==> src/hdl/dpfm_pkg.sv <==
// ----------------------------------------------------------------------------
// dpfm_pkg
// types, constants and helpers shared by the page fault mapper modules
// ----------------------------------------------------------------------------
`default_nettype none

package dpfm_pkg;

  localparam int DPFM_ENTRIES     = 1024;
  localparam int DPFM_IDX_W       = $clog2(DPFM_ENTRIES);
  localparam int DPFM_TABLE_SLOTS = 16;
  localparam int DPFM_FRAME_W     = 20;
  localparam int DPFM_ENTRY_W     = 32;
  localparam int DPFM_DIR_LSB     = 22;
  localparam int DPFM_TBL_LSB     = 12;

  localparam logic [1:0]              DPFM_FLAGS_PRW  = 2'b11;
  localparam logic [DPFM_ENTRY_W-1:0] DPFM_DIR_ABSENT = 32'h0000_0002;

  typedef enum logic [1:0] {
    STAT_HANDLED      = 2'd0,
    STAT_PROT_IGNORED = 2'd1,
    STAT_NO_SLOT      = 2'd2
  } dpfm_status_t;

  typedef struct packed {
    logic [31:0]             fault_address;
    logic                    was_present;
    logic [DPFM_FRAME_W-1:0] table_frame;
    logic [DPFM_FRAME_W-1:0] page_frame;
  } dpfm_in_t;

  typedef struct packed {
    logic [DPFM_ENTRY_W-1:0] directory_entry;
    logic [DPFM_ENTRY_W-1:0] table_entry;
    logic                    table_allocated;
    logic                    page_allocated;
    dpfm_status_t            status;
  } dpfm_out_t;

  typedef enum logic [2:0] {
    S_DIR_INIT,
    S_IDLE,
    S_DIR_CHK,
    S_DECIDE,
    S_TBL_CLR,
    S_TBL_RD,
    S_TBL_CHK,
    S_RESULT
  } dpfm_state_t;

  // controller to datapath
  typedef struct packed {
    logic ld_in;
    logic dir_sweep;
    logic dir_chk;
    logic alloc;
    logic tbl_clr;
    logic tbl_rd;
    logic tbl_chk;
    logic res_ld;
  } dpfm_cmd_t;

  // datapath to controller
  typedef struct packed {
    logic cnt_last;
    logic prot;
    logic dir_present;
    logic exhausted;
  } dpfm_sts_t;

  // frame number to present, read/write entry
  function automatic logic [DPFM_ENTRY_W-1:0] make_entry(input logic [DPFM_FRAME_W-1:0] frame);
    return {frame, {(DPFM_TBL_LSB-2){1'b0}}, DPFM_FLAGS_PRW};
  endfunction

endpackage

`default_nettype wire

==> src/hdl/dpfm_ctrl.sv <==
// ----------------------------------------------------------------------------
// dpfm_ctrl
// fault handling sequencer and result handshake for the page fault mapper
// ----------------------------------------------------------------------------
`default_nettype none

module dpfm_ctrl import dpfm_pkg::*; (
  input  wire logic      clk,
  input  wire logic      rst_n,
  input  wire logic      in_valid,
  output logic           in_stall,
  output logic           out_valid,
  input  wire logic      out_stall,
  input  wire dpfm_sts_t sts,
  output dpfm_cmd_t      cmd
);

  dpfm_state_t state_r, state_nxt;
  logic        out_valid_r, out_valid_nxt;
  logic        in_xfer;
  logic        out_free;

  assign in_stall = (state_r != S_IDLE);
  assign in_xfer  = in_valid && (state_r == S_IDLE);
  // result register can take a new value when empty or being drained
  assign out_free = !out_valid_r || !out_stall;

  always_comb begin
    state_nxt = state_r;
    unique case (state_r)
      S_DIR_INIT: if (sts.cnt_last) state_nxt = S_IDLE;
      S_IDLE:     if (in_xfer) state_nxt = S_DIR_CHK;
      S_DIR_CHK:  state_nxt = S_DECIDE;
      S_DECIDE: begin
        priority if (sts.dir_present) begin
          state_nxt = S_TBL_RD;
        end else if (sts.prot || sts.exhausted) begin
          state_nxt = S_RESULT;
        end else begin
          state_nxt = S_TBL_CLR;
        end
      end
      S_TBL_CLR:  if (sts.cnt_last) state_nxt = S_TBL_RD;
      S_TBL_RD:   state_nxt = S_TBL_CHK;
      S_TBL_CHK:  state_nxt = S_RESULT;
      S_RESULT:   if (out_free) state_nxt = S_IDLE;
      default:    state_nxt = S_DIR_INIT;
    endcase
  end

  always_comb begin
    cmd = '0;
    unique case (state_r)
      S_DIR_INIT: cmd.dir_sweep = 1'b1;
      S_IDLE:     cmd.ld_in     = in_xfer;
      S_DIR_CHK:  cmd.dir_chk   = 1'b1;
      S_DECIDE:   cmd.alloc     = !sts.dir_present && !sts.prot && !sts.exhausted;
      S_TBL_CLR:  cmd.tbl_clr   = 1'b1;
      S_TBL_RD:   cmd.tbl_rd    = 1'b1;
      S_TBL_CHK:  cmd.tbl_chk   = 1'b1;
      S_RESULT:   cmd.res_ld    = out_free;
      default:    cmd = '0;
    endcase
  end

  always_comb begin
    out_valid_nxt = out_valid_r;
    priority if (cmd.res_ld) begin
      out_valid_nxt = 1'b1;
    end else if (!out_stall) begin
      out_valid_nxt = 1'b0;
    end
  end

  always_ff @(posedge clk) begin
    if (!rst_n) begin
      state_r     <= S_DIR_INIT;
      out_valid_r <= 1'b0;
    end else begin
      state_r     <= state_nxt;
      out_valid_r <= out_valid_nxt;
    end
  end

  assign out_valid = out_valid_r;

endmodule

`default_nettype wire

==> config.mk <==
export PLATFORM = sky130hd
export DESIGN_NAME = dpfm_ctrl
export DESIGN_NICKNAME = d
export VERILOG_FILES = /design/src/hdl/dpfm_pkg.sv /design/src/hdl/dpfm_ctrl.sv
export SDC_FILE = /design/constraint.sdc
export NUM_CORES = 1
export LEC_CHECK = 0
export BUFFER_PORTS_ARGS = -buffer_cell sky130_fd_sc_hd__buf_2
export CAP_MARGIN = 20
export CELL_PAD_IN_SITES_DETAIL_PLACEMENT = 0
export CELL_PAD_IN_SITES_GLOBAL_PLACEMENT = 2
export CORE_AREA = 2 2 41 43
export DETAILED_ROUTE_END_ITERATION = 7
export DIE_AREA = 0 0 43 45
export GPL_TIMING_DRIVEN = 0
export PLACE_DENSITY_LB_ADDON = 0.1
export SLEW_MARGIN = 20
export SYNTH_ARGS = -nofsm -noshare
export SYNTH_HDL_FRONTEND = slang
export SYNTH_SLANG_ARGS = --single-unit
==> constraint.sdc <==
create_clock -name clk -period 2.9 [get_ports clk]
set_input_delay 0.29 -clock clk [delete_from_list [all_inputs] [get_ports clk]]
set_output_delay 0.29 -clock clk [all_outputs]
set_load 0.02 [all_outputs]
==> flow_summary.json <==
{
  "yosysTopAreaCell": "dfxtp_1",
  "status": "complete, no violations",
  "synth_cell_types": 22,
  "postCtsSetupBuffers": 0,
  "clk_pin_slew_worst_paths_ps": 40,
  "syn2layout_area_growth_pct": 43.8,
  "tns_ps": 0,
  "core_area_sq_mm": 0.00147,
  "swShare_pct": 31.3,
  "synth_top_family_by_area": "simple AND/OR/NAND/NOR gates",
  "cts_hold_buffers": 0,
  "grt_pass1_vias": 295,
  "drt-wirelength-per-cell_microns": 10.8,
  "synth.area.top_cells": "dfxtp_1 27%, a41oi_1 6.0%, and3b_1 6.0%",
  "min_path_type": "input pin to flop",
  "powerDensity_mw_per_mm2": 444,
  "fmax_mhz": 622,
  "fin_crit_ps": 1610,
  "ys_warn_count": 0,
  "relSlewSlack_pct": 88.5,
  "critPathKind": "flop to output pin",
  "required_ps": 2610,
  "utilization_pct": 28.5,
  "min_from": "out_stall",
  "clock_sinks": 4,
  "fin_crit_sh_pct": 55.4,
  "max_cap_violations": 0,
  "dp_cells": 70,
  "syn_area_sq_um": 292,
  "muxShareOfSynthArea_pct": 0,
  "crit_path_max_incr_delay_ps": 400,
  "crit_arrival_ps": 1320,
  "grt_max_degree": 11,
  "die_area_sq_mm": 0.00194,
  "clkPwrFrac_pct": 36.8,
  "cp_max_fo": 10,
  "path_cells": "buf_6 > nand3_1 > a21oi_2 > buf_4 > buf_2",
  "stdcell_count": 73,
  "clock_path_buffers": 2,
  "p_comb_share_pct": 28.9,
  "setup_viol": 0,
  "synth_fa_ha_area_share_pct": 0,
  "fp.dieH_microns": 45,
  "drive_gt1_share_pct": 45.6,
  "hold-worst-slack_ps": 355,
  "rsz0062_at_grt": "no",
  "initial_core_util_pct": 19.8,
  "cts-resized-gates": 0,
  "fin_worst_skew_ps": 3.10,
  "tightest_slew_ps": 170,
  "synthCells": 37,
  "syn_area_per_cell_sq_um": 7.88,
  "final_antenna_net_count": 0,
  "syn_nets": 45,
  "gp_congestion": 0.728,
  "synth_compound_area_share_pct": 23.2,
  "htree_levels": 1,
  "ios": 18,
  "via_per_inst": 4.60,
  "worstSetupStartpoint": "state_r[2]$_SDFFE_PN0P_",
  "intPower_uw": 128,
  "reg2reg_from": "state_r[2]$_SDFFE_PN0P_",
  "dp_hpwl_microns": 642,
  "ys_seq_area_share_pct": 27.5,
  "cts_tree": "built",
  "port-buffer-count": 17,
  "nets": 67,
  "total_switching_power_uw": 58.3,
  "grt_overflow": 0,
  "irDropWorstVdd_v": 0.000185,
  "antenna_found_initial": 0,
  "end_kind": "output pin",
  "synth.top_cell.area_share_pct": 27.5,
  "slowest_stage": "dfxtp_1",
  "dr.pass1.iters": 3,
  "num_rows": 14,
  "hold_viol": 0,
  "dr.first_iter.drc_count": 3,
  "synth_xor_xnor_area_share_pct": 0,
  "cts_made_buffers": 3,
  "vias": 336,
  "die_w_microns": 43,
  "yosys_register_bits": 4,
  "grt_pass1_wl_microns": 1210,
  "crit_path_start_kind": "flop",
  "drc": 0,
  "leakagePower_uw": 0.000210,
  "final_max_slew_viol_count": 0,
  "clk_latency_ps": 230,
  "finalWirelength_microns": 789,
  "root_buffer": "clkbuf_4",
  "yosys.area_share.simple_pct": 38.6,
  "seqPwrFrac_pct": 34.3,
  "diodes": 0,
  "track_usage_pct": 9.00
}
==> power by group through the flow <==
stage	sequential [uW]	combinational, uW	clock [uW]
after global placement	64.9	53.7	0
final	63.8	53.9	68.5
after CTS	63.9	54.7	71.7
after floorplan	63.3	36.3	0
after global routing	64.6	59.6	73.5
after detailed placement	64.8	54.5	0
==> cell families (layout without fill, tap and decap cells) <==
family | count (synthesis) | count (layout)
AND/OR/NAND/NOR | 19 | 19
AO/OA/AOI/OAI | 10 | 10
flip-flops | 4 | 4
buffers and inverters | 4 | 24
==> sequential cells by signal (all words and copies together) (netlist names) <==
signal / flops
state_r: 3
out_valid: 1
==> metrics by stage <==
| step | worst slack (ps) | power (uW) | instance area, sq um |
|---|---|---|---|
| 6_report | 1290 | 186 | 419 |
| 4_1_cts | 1260 | 190 | 419 |
| 2_1_floorplan | 1560 | 99.6 | 292 |
| 3_5_place_dp | 1520 | 119 | 397 |
| 5_1_grt | 1200 | 198 | 419 |
| 3_3_place_gp | 1540 | 119 | 397 |
==> cell type report <==
cell class,instances,area (sq um)
plain buffers,4,31.3
repair buffers,17,85.1
flip-flops and latches,4,80.1
fillers,172,1050
well taps,16,20.0
multi-input cells,29,180
clock buffers,3,22.5
==> routing by layer <==
metal  global-route usage, %  vias to the layer above  wire, microns
met5                       0                        -              0
met2                    13.6                       13            348
li1                        -                      177              -
met4                    9.09                        0             17
met1                    10.5                      144            366
met3                    1.60                        2             58
==> cell usage after synthesis, drive strengths merged <==
master	number
nor3b	3
nand2	3
and2	1
o21ai	3
nand3	2
a21boi	1
o22ai	1
nor2	3
and3b	2
o21a	1
nor2b	1
and3	2
a21oi	2
nor3	2
dfxtp	4
buf	4
a41oi	2
==> worst max-delay path, delay by kind of cell, from the launching register on <==
| kind | cells | cell delay, ps |
|---|---|---|
| buffers and inverters | 3 | 420 |
| DFF | 1 | 400 |
| AOI/OAI and AO/OA | 1 | 160 |
| and+or+nand+nor | 1 | 100 |
==> cells in the final DEF, fill, tap and decap left out, drive strengths merged, types with 2 or more instances in the layout <==
master	synthesis	final
and3	2	2
nand3	2	2
dfxtp	4	4
o21ai	3	3
nor3	2	2
nor2	3	3
nor3b	3	3
clkbuf	0	3
nand2	3	3
and3b	2	2
buf	4	21
a21oi	2	2
a41oi	2	2
==> final timing paths <==
check	endpoint	slack, ps	cells after the start
worst min register to register	out_valid$_SDFFE_PN0P_	520	2
worst max register to register	state_r[2]$_SDFFE_PN0P_	1910	4
worst max-delay path	cmd[0]	1290	5
worst min-delay path	out_valid$_SDFFE_PN0P_	360	3
(Power assumes the default switching activity.)
